===== config.mk =====
export PLATFORM = sky130hd
export DESIGN_NAME = cpcr_controller
export DESIGN_NICKNAME = d
export VERILOG_FILES = /design/src/sv/cpcr_pkg.sv /design/src/sv/cpcr_controller.sv
export VERILOG_INCLUDE_DIRS = /design/src /design/src/sv
export SDC_FILE = /design/constraint.sdc
export NUM_CORES = 1
export LEC_CHECK = 0
export ABC_AREA = 0
export CAP_MARGIN = 20
export CORE_ASPECT_RATIO = 1.25
export CORE_MARGIN = 4
export CORE_UTILIZATION = 62
export CTS_BUF_LIST = sky130_fd_sc_hd__clkbuf_16
export DETAILED_ROUTE_END_ITERATION = 6
export DONT_BUFFER_PORTS = 1
export GPL_ROUTABILITY_DRIVEN = 0
export PLACE_DENSITY = 0.8
export REMOVE_ABC_BUFFERS = 1
export SETUP_SLACK_MARGIN = 0.02
export SYNTH_ARGS = -nofsm -noshare
export SYNTH_HDL_FRONTEND = slang
export SYNTH_SLANG_ARGS = --single-unit

===== constraint.sdc =====
create_clock -name clock -period 2.8 [get_ports clock]
set_input_delay 0.56 -clock clock [delete_from_list [all_inputs] [get_ports clock]]
set_output_delay 0.56 -clock clock [all_outputs]
set_load 0.005 [all_outputs]

===== src/sv/circle_pair_collision_response_core_macros.svh =====
// Assertion macros used by the collision response controller.
`ifndef CIRCLE_PAIR_COLLISION_RESPONSE_CORE_MACROS_SVH
`define CIRCLE_PAIR_COLLISION_RESPONSE_CORE_MACROS_SVH

// same-cycle implication
`define CPCR_ASSERT_IMPLIES(lbl, clk, rst, ante, cons, msg) \
   lbl: assert property (@(posedge clk) disable iff (rst) (ante) |-> (cons)) \
      else $error(msg);

// next-cycle implication
`define CPCR_ASSERT_NEXT(lbl, clk, rst, ante, cons, msg) \
   lbl: assert property (@(posedge clk) disable iff (rst) (ante) |=> (cons)) \
      else $error(msg);

`endif


===== src/sv/cpcr_pkg.sv =====
// Shared types, widths and helpers of the collision response core.
package cpcr_pkg;

   localparam int FRAC_BITS = 16;
   localparam int TWO_ONE   = 2 ** (FRAC_BITS + 1);

   localparam int WW    = 40;
   localparam int HALF  = WW / 2;
   localparam int PW    = 2 * WW;
   localparam int DW    = 40;
   localparam int QW    = 40;
   localparam int SW    = 72;
   localparam int RW    = SW / 2;
   localparam int REMW  = RW + 2;
   localparam int EW    = 19;
   localparam int CNTW  = 6;

   typedef enum logic [3:0] {
      OP_SQX, OP_SQY, OP_C1, OP_C2, OP_CK, OP_PX, OP_PY,
      OP_K1, OP_K2, OP_VX1, OP_VY1, OP_VX2, OP_VY2
   } op_type;

   typedef struct packed {
      logic signed [31:0] pos_x;
      logic signed [31:0] pos_y;
      logic signed [31:0] vel_x;
      logic signed [31:0] vel_y;
      logic [30:0]        radius;
      logic [30:0]        mass;
      logic [16:0]        elasticity;
      logic               is_fixed;
   } particle_type;

   typedef struct packed {
      logic   load1;
      logic   load2;
      logic   prep;
      logic   mul_lo;
      logic   mul_hi;
      logic   acc_s;
      logic   sqrt_init;
      logic   sqrt_step;
      logic   div_init;
      logic   div_step;
      logic   write;
      logic   out_sel;
      op_type op;
   } cmd_type;

   typedef struct packed {
      logic pass;
   } status_type;

   function automatic logic [31:0] sat32(input logic signed [WW-1:0] v);
      logic [31:0] r;
      if (!v[WW-1] && (|v[WW-2:31])) begin
         r = 32'h7fffffff;
      end else if (v[WW-1] && !(&v[WW-2:31])) begin
         r = 32'h80000000;
      end else begin
         r = v[31:0];
      end
      return r;
   endfunction

endpackage


===== src/sv/cpcr_controller.sv =====
// Controller: pair tracking and sequencing of the shared arithmetic.
`include "circle_pair_collision_response_core_macros.svh"

module cpcr_controller (
   input  logic                 clock,
   input  logic                 reset,
   input  logic                 req_tvalid,
   input  logic                 req_tlast,
   output logic                 req_tready,
   output logic                 rsp_tvalid,
   input  logic                 rsp_tready,
   output logic                 out_index,
   output cpcr_pkg::cmd_type    cmd,
   input  cpcr_pkg::status_type status
);
   typedef enum logic [3:0] {
      ST_IDLE, ST_PREP, ST_DECIDE, ST_MUL_LO, ST_MUL_HI, ST_ACC,
      ST_SQRT_INIT, ST_SQRT, ST_DIV_INIT, ST_DIV, ST_WRITE, ST_OUT0, ST_OUT1
   } state_type;

   state_type                   state_ff;
   logic                        held_ff;
   cpcr_pkg::op_type            op_ff;
   logic [cpcr_pkg::CNTW-1:0]   cnt_ff;
   logic                        req_acc;

   assign req_tready = (state_ff == ST_IDLE);
   assign req_acc    = req_tvalid && req_tready;
   assign rsp_tvalid = (state_ff == ST_OUT0) || (state_ff == ST_OUT1);
   assign out_index  = (state_ff == ST_OUT1);

   always_comb begin
      cmd           = '0;
      cmd.op        = op_ff;
      cmd.load1     = req_acc && !req_tlast;
      cmd.load2     = req_acc && req_tlast && held_ff;
      cmd.prep      = (state_ff == ST_PREP);
      cmd.mul_lo    = (state_ff == ST_MUL_LO);
      cmd.mul_hi    = (state_ff == ST_MUL_HI);
      cmd.acc_s     = (state_ff == ST_ACC);
      cmd.sqrt_init = (state_ff == ST_SQRT_INIT);
      cmd.sqrt_step = (state_ff == ST_SQRT);
      cmd.div_init  = (state_ff == ST_DIV_INIT);
      cmd.div_step  = (state_ff == ST_DIV);
      cmd.write     = (state_ff == ST_WRITE);
      cmd.out_sel   = out_index;
   end

   always_ff @(posedge clock) begin
      if (reset) begin
         state_ff <= ST_IDLE;
         held_ff  <= 1'b0;
         op_ff    <= cpcr_pkg::OP_SQX;
         cnt_ff   <= '0;
      end else begin
         case (state_ff)
            ST_IDLE: begin
               if (req_acc) begin
                  if (!req_tlast) begin
                     held_ff <= 1'b1;
                  end else if (held_ff) begin
                     held_ff  <= 1'b0;
                     state_ff <= ST_PREP;
                  end
               end
            end
            ST_PREP: state_ff <= ST_DECIDE;
            ST_DECIDE: begin
               op_ff    <= cpcr_pkg::OP_SQX;
               state_ff <= status.pass ? ST_OUT0 : ST_MUL_LO;
            end
            ST_MUL_LO: state_ff <= ST_MUL_HI;
            ST_MUL_HI: begin
               if (op_ff == cpcr_pkg::OP_SQX || op_ff == cpcr_pkg::OP_SQY) begin
                  state_ff <= ST_ACC;
               end else begin
                  state_ff <= ST_DIV_INIT;
               end
            end
            ST_ACC: begin
               if (op_ff == cpcr_pkg::OP_SQY) begin
                  state_ff <= ST_SQRT_INIT;
               end else begin
                  op_ff    <= cpcr_pkg::OP_SQY;
                  state_ff <= ST_MUL_LO;
               end
            end
            ST_SQRT_INIT: begin
               cnt_ff   <= '0;
               state_ff <= ST_SQRT;
            end
            ST_SQRT: begin
               cnt_ff <= cnt_ff + 1'b1;
               if (cnt_ff == cpcr_pkg::CNTW'(cpcr_pkg::RW - 1)) begin
                  op_ff    <= cpcr_pkg::OP_C1;
                  state_ff <= ST_MUL_LO;
               end
            end
            ST_DIV_INIT: begin
               cnt_ff   <= '0;
               state_ff <= ST_DIV;
            end
            ST_DIV: begin
               cnt_ff <= cnt_ff + 1'b1;
               if (cnt_ff == cpcr_pkg::CNTW'(cpcr_pkg::QW - 1)) begin
                  state_ff <= ST_WRITE;
               end
            end
            ST_WRITE: begin
               if (op_ff == cpcr_pkg::OP_VY2) begin
                  state_ff <= ST_OUT0;
               end else begin
                  op_ff    <= cpcr_pkg::op_type'(4'(op_ff) + 4'd1);
                  state_ff <= ST_MUL_LO;
               end
            end
            ST_OUT0: if (rsp_tready) state_ff <= ST_OUT1;
            ST_OUT1: if (rsp_tready) state_ff <= ST_IDLE;
            default: state_ff <= ST_IDLE;
         endcase
      end
   end

   `CPCR_ASSERT_IMPLIES(a_no_request_while_emitting, clock, reset, rsp_tvalid, !req_tready, "request taken while results pending")
   `CPCR_ASSERT_NEXT(a_second_follows_first, clock, reset, rsp_tvalid && rsp_tready && !out_index, rsp_tvalid && out_index, "second result missing")
   `CPCR_ASSERT_IMPLIES(a_held_drops_on_pair, clock, reset, $fell(held_ff) && !$past(reset), $past(req_tvalid && req_tready && req_tlast), "held particle lost")

endmodule

==> run_results.csv, run 1 <==
group,metric,value,unit
critical_path,end_kind,"output port",
die,core,1810,um^2
die,die_h,57.4,um
critical_path,cp_slowest_cell,"dfxtp_1",
power_and_ir_drop,p_leak,0.432,nW
synthesis,synth-main-ff-cell,"dfxtp_1",
critical_path,r2r_slack,0.85,ns
placement,placed_area,1160,um^2
die,top_level_ports,25,
critical_path,path_class,"register to output port",
global_routing,grt_pass1_wl,4560,um
timing,slew_viol_final,0,
clock_tree,cts_buffer_depth,2,
critical_path,cp.depth,2,
critical_path,start_kind,"register",
synthesis,synth_cells,148,
global_routing,grt_overflow,0,
clock_tree,cts.sinks,15,
layout,fin_nets,152,
status,outcome,"complete, no violations",
die,rows,17,
placement,dp_hpwl,1860,um
timing,fin_crit_sh,81.8,%
clock_tree,cts_resized,0,
synthesis,syn_area,1210,um^2
timing,setup_tns,0,ns
worst_hold_path,worstHoldPathType,"primary input to register",
timing,fin_worst_skew,0.00440,ns
timing,slew_headroom,48.4,%
critical_path,cp_max_fo,25,
synthesis,yosys.area.top_type,"dfxtp_1",
layout,fillers,163,
power_and_ir_drop,pwr_density_cell,882,nW/um^2
timing,max_freq,437,MHz
synthesis,ys_seq_elements,15,
critical_path,cp-startpoint,"state_ff[1]",
synthesis,yosys.cell_types.count,53,
timing,worstMarginPinSlew,0.773,ns
timing,grt_setup_unrepaired,"no",
critical_path,required,2.24,ns
route,first_iter_violations,29,
route,ant_nets,0,
layout,stdcell_area,1240,um^2
synthesis,yosysTopAreaCellShare,24.8,%
clock_tree,cts-root-buf,"clkbuf_16",
route,wl,2670,um
synthesis,synth.avg_cell_area,8.17,um^2
clock_tree,htreeDepth,1,
route,via_count,1080,
global_routing,grt_util_all_layers,22.8,%
critical_path,crit_chain,"and4bb_2, or2_2",
synthesis,synthArstFlopShare,0,%
critical_path,path_buf_inv,0,
die,dieArea,2720,um^2
flow_run,maxCapViolations,0,
die,die_w,47.5,um
route,drc,0,
clock_tree,numCtsBuffers,3,
global_routing,grt_pass1_vias,1093,
synthesis,ys_seq_area_share,24.8,%
timing,hold_viol,0,
clock_tree,cts_setup_buffers,0,
layout,drive_gt1_share,13.5,%
synthesis,synth_enable_flop_cells,0,
timing,finalSetupViolations,0,
clock_tree,cts_tree,"built",
critical_path,r2r_cells,4,
critical_path,cp_top_family,"flip-flops",
die,start_util,66.9,%
layout,multi_input_area,808,um^2
layout,syn_to_final_growth,2.79,%
route,viasPerCell,6.75,
critical_path,reg2reg_from,"state_ff[1]",
route,wl_per_cell,16.7,um
clock_tree,cts_hold_buf,0,
critical_path,crit_end,"rsp_tvalid",
timing,min_period,2.29,ns
route,dr.pass1.iters,5,
critical_path,r2r-end,"op_ff[0]",
synthesis,ys_warn_count,0,
power_and_ir_drop,irDropWorstVdd,0.449,mV
critical_path,max_stage_delay,0.81,ns
layout,regArea,300,um^2
critical_path,worstPathArrival,1.73,ns
clock_tree,clock_latency,0.25,ns
global_routing,grt_max_degree,26,
clock_tree,clk_pin_slew_worst_paths,0.05,ns
global_routing,grt_antenna_before_repair,0,
placement,portBuffers,0,
layout,antenna_cells,0,
synthesis,synth.top_cells.by_area,"dfxtp_1 25%, ha_1 4.1%, nand2_1 4.0%, nand2b_1 3.1%, a21oi_1 2.9%",
-- how the worst min path moves through the flow --
stage / start / end / cells after the start
after floorplan: cnt_ff[5] / cnt_ff[5] / 2
after global placement: cnt_ff[5] / cnt_ff[5] / 2
after detailed placement: held_ff / held_ff / 2
after CTS: reset / op_ff[0] / 1
after global routing: reset / cnt_ff[1] / 1
final: reset / op_ff[0] / 1
-- registers in the layout (all words and copies together) (netlist names) --
name and count:
op_ff 4, state_ff 4, cnt_ff 6, held_ff 1
-- cell type report --
type / instances / share of cell area [%]
inverters: 8 / 2.42
clock inverters: 1 / 0.403
multi-input cells: 114 / 65.1
well taps: 19 / 1.91
flip-flops and latches: 15 / 24.2
clock buffers: 3 / 6.04
-- Yosys cell counts (4+ instances only) --
| library cell | count |
|---|---|
| a21oi_1 | 7 |
| o21ai_0 | 6 |
| nand2_1 | 13 |
| buf_2 | 4 |
| dfxtp_1 | 15 |
| ha_1 | 4 |
| nand2b_1 | 6 |
| nand3_1 | 7 |
| nor2_1 | 9 |
| inv_1 | 7 |
-- cell usage in the layout (no fill, tap or decap), drive strengths merged, types with 2 or more instances in the layout --
cell type | netlist | routed
and4bb | 3 | 3
and4 | 2 | 2
a311oi | 4 | 4
a21oi | 7 | 7
o22ai | 2 | 2
xor2 | 3 | 3
mux2i | 3 | 3
clkbuf | 3 | 3
ha | 4 | 4
nand2 | 13 | 13
o2111ai | 3 | 3
nor2 | 9 | 9
o21ai | 7 | 7
o211ai | 2 | 2
nand2b | 7 | 7
nand3 | 7 | 7
nand4 | 2 | 2
a41oi | 2 | 2
dfxtp | 15 | 15
and4b | 2 | 2
nor3 | 4 | 4
nor3b | 3 | 3
o31ai | 2 | 2
a22oi | 2 | 2
and3 | 3 | 3
or2 | 4 | 4
nand3b | 2 | 2
inv | 8 | 8
-- stage by stage --
stage	setup slack, ns	hold slack, ns	utilization (%)	power (mW)	std cells
after floorplan	0.971	0.479	-	0.712	137
after global placement	0.842	0.510	64.3	0.789	156
after detailed placement	0.783	0.520	64.3	0.809	156
after CTS	0.511	0.369	68.7	1.10	160
after global routing	0.382	0.365	68.7	1.18	160
final	0.511	0.371	68.7	1.10	160
-- where the power goes --
group / internal (mW) / leakage (nW) / switching [mW]
clock: 0.191 / 0.0409 / 0.0928
combinational: 0.204 / 0.270 / 0.217
sequential: 0.249 / 0.122 / 0.142
total: 0.644 / 0.432 / 0.452
-- per-layer routing --
metal,vias up,track usage [%],wire length (um)
met5,-,0,0
met4,0,11.5,53
met3,5,5.36,175
met2,25,35.4,1270
met1,510,28.1,1160
li1,540,-,-
-- kinds of logic (layout without fill, tap and decap cells) --
group                      count (synthesis)  count (layout)  synth area share [%]
adders and majority gates                  4               4                  4.14
xor gates and xnor gates                   4               4                  2.90
and+or+nand+nor                           65              65                  34.1
muxes                                      3               3                  2.48
DFF                                       15              15                  24.8
buffers and inverters                     19              12                  8.28
AOI/OAI and AO/OA                         38              38                  23.3
(Power assumes the default switching activity.)
==> run 2: changes to the inputs <==
- clock period: 2.8 -> 2.21 ns (I/O delays scaled with it)
==> run 2 against run 1 <==
Effect of this change: register-to-register slack worse by 0.47 ns; largest power group unchanged; sequential power is 14% higher; clock power is 27% higher; design area is 1.8% higher; power is 31% higher.
==> run_results.csv, run 2 (synthesized netlist as in run 1, its figures left out) <==
group,metric,value,unit
critical_path,r2r_cells,4,
layout,top_register,"cnt_ff",
clock_tree,clock_latency,0.25,ns
critical_path,cp_slowest_cell,"nor4_2",
critical_path,worstPathArrival,1.60,ns
global_routing,grt_overflow,0,
clock_tree,cts_buffer_depth,2,
timing,fin_crit_sh,92.6,%
critical_path,cp_top_family,"simple AND/OR/NAND/NOR gates",
layout,multi_input_area,808,um^2
critical_path,r2r_slack,0.38,ns
die,rows,17,
timing,slew_viol_final,0,
critical_path,cp.depth,2,
clock_tree,cts-root-buf,"clkbuf_16",
die,die_h,57.4,um
layout,stdcell_area,1260,um^2
critical_path,crit_end,"cmd[14]",
critical_path,end_kind,"output port",
timing,setup_tns,0,ns
clock_tree,numCtsBuffers,3,
critical_path,cp_max_fo,16,
status,outcome,"complete, no violations",
layout,fin_nets,155,
power_and_ir_drop,combPwrFrac,43.5,%
critical_path,max_stage_delay,0.57,ns
critical_path,path_buf_inv,0,
placement,dp_hpwl,2050,um
layout,syn_to_final_growth,4.66,%
power_and_ir_drop,p_leak,0.448,nW
critical_path,start_kind,"register",
global_routing,grt_pass1_wl,4820,um
power_and_ir_drop,switching_share,41.5,%
critical_path,reg2reg_from,"state_ff[2]",
die,die_w,47.5,um
power_and_ir_drop,pwr_density_cell,1130,nW/um^2
clock_tree,clk_pin_slew_worst_paths,0.05,ns
route,first_iter_violations,62,
layout,layout_commonest_cell,"dfxtp_1",
timing,slew_headroom,59.0,%
route,drc,0,
timing,min_period,2.05,ns
clock_tree,cts_resized,0,
die,top_level_ports,25,
critical_path,cp-startpoint,"state_ff[2]",
worst_hold_path,worstHoldPathType,"primary input to register",
timing,worstMarginPinSlew,0.615,ns
flow_run,maxCapViolations,0,
clock_tree,cts_tree,"built",
timing,finalSetupViolations,0,
global_routing,grt_util_all_layers,24.0,%
route,dr.pass1.iters,4,
route,wl,2920,um
layout,reg_top3,"cnt_ff (6), op_ff (4), state_ff (4)",
route,viasPerCell,7.07,
global_routing,grt_pass1_vias,1082,
placement,placed_area,1180,um^2
critical_path,crit_chain,"nor4_2, and4_1",
timing,grt_setup_unrepaired,"no",
timing,max_freq,489,MHz
clock_tree,cts_hold_buf,0,
global_routing,grt_antenna_before_repair,0,
power_and_ir_drop,clkPwrFrac,25.3,%
critical_path,r2r-end,"op_ff[3]",
layout,fillers,132,
placement,placedCellCount,159,
critical_path,required,1.77,ns
critical_path,path_class,"register to output port",
power_and_ir_drop,seqPwrFrac,31.2,%
route,ant_nets,0,
layout,fin_cells,163,
die,start_util,66.9,%
clock_tree,cts.sinks,15,
global_routing,grt_max_degree,18,
layout,layout_common_cells,"15 x dfxtp_1, 13 x nand2_1, 9 x nor2_1",
clock_tree,htreeDepth,1,
die,dieArea,2720,um^2
power_and_ir_drop,p_int,838,uW
layout,antenna_cells,0,
placement,portBuffers,0,
layout,regArea,300,um^2
power_and_ir_drop,switchingPower,595,uW
clock_tree,cts_setup_buffers,0,
die,core,1810,um^2
layout,drive_gt1_share,15.3,%
route,wl_per_cell,17.9,um
layout,largest_reg_flops,6,
timing,hold_viol,0,
route,via_count,1152,
timing,fin_worst_skew,0.00368,ns
power_and_ir_drop,irDropWorstVdd,0.651,mV
[run 2: how the worst min path moves through the flow]
stage	startpoint	end	slack [ns]	cells after the start
after floorplan	cnt_ff[5]	cnt_ff[5]	0.48	2
after global placement	held_ff	held_ff	0.51	2
after detailed placement	reset	op_ff[0]	0.51	1
after CTS	reset	op_ff[0]	0.26	1
after global routing	reset	cnt_ff[1]	0.25	1
final	reset	cnt_ff[1]	0.25	1
[run 2: worst reg2reg max path: stages, from the launching register on]
cell      delay [ns]
dfxtp_1         0.71
nor2_1          0.20
a31o_1          0.29
or2_4           0.25
a311oi_1        0.29
[run 2: stage by stage]
stage          util (%)  setup WS [ns]  power [mW]  hold slack (ns)
6_report           70.0          0.164        1.43            0.254
5_1_grt            70.0         0.0520        1.52            0.251
4_1_cts            70.0          0.161        1.43            0.255
3_5_place_dp       65.5          0.446        1.06            0.514
3_3_place_gp       65.5          0.502        1.03            0.506
2_1_floorplan         -          0.488       0.902            0.479
[run 2: area by class of cell]
cell class / instances / area share (%)
Sequential cell: 15 / 23.7
Multi-Input combinational cell: 114 / 63.9
Inverter: 8 / 2.37
Timing Repair Buffer: 3 / 1.78
Tap cell: 19 / 1.88
Clock buffer: 3 / 5.93
Clock inverter: 1 / 0.396
[run 2: power groups by stage]
stage	registers [mW]	clock network, mW	logic [mW]
2_1_floorplan	0.445	0	0.457
3_3_place_gp	0.438	0	0.595
3_5_place_dp	0.446	0	0.613
4_1_cts	0.443	0.363	0.620
5_1_grt	0.459	0.380	0.685
6_report	0.447	0.362	0.624
[run 2: per-layer routing]
metal | GRT usage (%) | vias to the layer above | share of wire [%]
met5 | 0 | - | 0
met4 | 11.9 | 0 | 3.7
met2 | 39.5 | 58 | 48
met3 | 5.36 | 14 | 9.4
met1 | 27.9 | 538 | 39
li1 | - | 542 | -
==> run 3: changes to the inputs <==
- clock period: 2.21 -> 2 ns (I/O delays scaled with it)
==> run 3 against run 2 <==
Effect of this change: count of clock-buffer cells in the layout is the same; power grew 12%; core utilization grew 0.97 points; flip-flop and latch count is the same; design area grew 1.4%; via count shrank 1.6%; critical path depth is the same; sequential power grew 10%.
==> run_results.csv, run 3 (synthesized netlist as in run 1, its figures left out) <==
group,metric,value,unit
status,outcome,"complete, no violations",
clock_tree,cts.sinks,15,
critical_path,path_class,"register to output port",
global_routing,grt_pass1_vias,1080,
route,via_count,1134,
critical_path,r2r-end,"state_ff[2]",
placement,dp_hpwl,1990,um
power_and_ir_drop,pwr_density_cell,1260,nW/um^2
route,wl,2930,um
clock_tree,cts-root-buf,"clkbuf_16",
route,wl_per_cell,17.9,um
timing,worstMarginPinSlew,0.500,ns
layout,largest_reg_flops,6,
layout,layout_commonest_cell,"dfxtp_1",
timing,setup_tns,0,ns
layout,layout_common_cells,"14 x dfxtp_1, 13 x nand2_1, 9 x nor2_1",
timing,max_freq,529,MHz
die,top_level_ports,25,
layout,syn_to_final_growth,6.11,%
die,core,1810,um^2
critical_path,r2r_cells,5,
route,drc,0,
layout,top_register,"cnt_ff",
timing,slew_viol_final,0,
critical_path,r2r_slack,0.21,ns
die,die_w,47.5,um
critical_path,required,1.60,ns
global_routing,grt_max_degree,18,
clock_tree,numCtsBuffers,3,
clock_tree,cts_tree,"built",
route,ant_nets,0,
timing,hold_viol,0,
power_and_ir_drop,irDropWorstVdd,0.748,mV
critical_path,worstPathArrival,1.49,ns
route,dr.pass1.iters,4,
layout,antenna_cells,0,
critical_path,reg2reg_from,"state_ff[1]",
critical_path,start_kind,"register",
clock_tree,clk_pin_slew_worst_paths,0.05,ns
die,rows,17,
global_routing,grt_antenna_before_repair,0,
layout,fillers,138,
timing,finalHoldWorstSlack,0.213,ns
worst_hold_path,worstHoldPathType,"primary input to register",
flow_run,maxCapViolations,0,
layout,fin_nets,156,
layout,reg_top3,"cnt_ff (6), op_ff (4), state_ff (4)",
timing,finalSetupViolations,0,
timing,grt_setup_unrepaired,"no",
clock_tree,htreeDepth,1,
timing,fin_worst_skew,0.000768,ns
critical_path,end_kind,"output port",
timing,fin_crit_sh,94.6,%
timing,slew_headroom,66.6,%
timing,min_period,1.89,ns
critical_path,crit_end,"rsp_tvalid",
clock_tree,clock_latency,0.25,ns
die,dieArea,2720,um^2
clock_tree,cts_buffer_depth,2,
power_and_ir_drop,p_leak,0.457,nW
die,die_h,57.4,um
layout,drive_gt1_share,16.6,%
critical_path,cp_max_fo,13,
global_routing,grt_overflow,0,
global_routing,grt_pass1_wl,4710,um
route,viasPerCell,6.91,
placement,portBuffers,0,
clock_tree,cts_setup_buffers,0,
critical_path,cp-startpoint,"state_ff[1]",
route,first_iter_violations,60,
die,start_util,66.9,%
worst_hold_path,min_from,"reset",
global_routing,grt_util_all_layers,23.3,%
==> run 3: power by group <==
group / internal (mW) / switching (mW)
clock: 0.268 / 0.130
combinational: 0.329 / 0.392
sequential: 0.350 / 0.143
total: 0.946 / 0.665
==> run 3: layout make-up <==
class,count,area [um^2],area share (%)
Clock buffer,3,75.1,5.85
Clock inverter,1,5.00,0.390
Inverter,8,30.0,2.34
Multi-Input combinational cell,114,817,63.7
Sequential cell,15,302,23.5
Tap cell,19,23.8,1.85
Timing Repair Buffer,4,30.0,2.34
==> run 3: worst min path at each step <==
stage,slack [ns],cells after the start,end
6_report,0.21,1,cnt_ff[0]
5_1_grt,0.21,1,state_ff[2]
4_1_cts,0.21,1,state_ff[2]
3_5_place_dp,0.47,1,state_ff[2]
3_3_place_gp,0.47,1,state_ff[2]
2_1_floorplan,0.47,1,state_ff[2]
==> run 3: routing by layer <==
metal,vias to the layer above,track usage (%),share of wire [%]
met5,-,0,0
met4,0,11.9,2.4
met3,9,6.94,9.3
met2,55,37.2,49
met1,527,27.0,40
li1,543,-,-
==> run 3: what timing repair did <==
item                                   4_1_cts  5_1_grt
endpoints found under the hold margin        0        0
hold buffers                                 0        0
setup endpoints to repair                    1        2
gates resized for setup                      1        1
==> run 3: worst max-delay path, cell delays in order, from the launching register on <==
cell	delay, ns
dfxtp_1	0.60
and4bb_2	0.33
or2_2	0.31
==> run 3: stage by stage <==
| stage | util (%) | instance area (um^2) | total power, mW | cells | worst slack [ns] |
|---|---|---|---|---|---|
| finish | 70.9 | 1280 | 1.61 | 164 | 0.108 |
| global placement | 66.0 | 1190 | 1.14 | 160 | 0.278 |
| global route | 70.9 | 1280 | 1.72 | 164 | 0.0459 |
| floorplan | - | 1140 | 0.997 | 137 | 0.278 |
| CTS | 70.4 | 1270 | 1.58 | 164 | 0.0424 |
| detailed placement | 66.0 | 1190 | 1.17 | 160 | 0.271 |
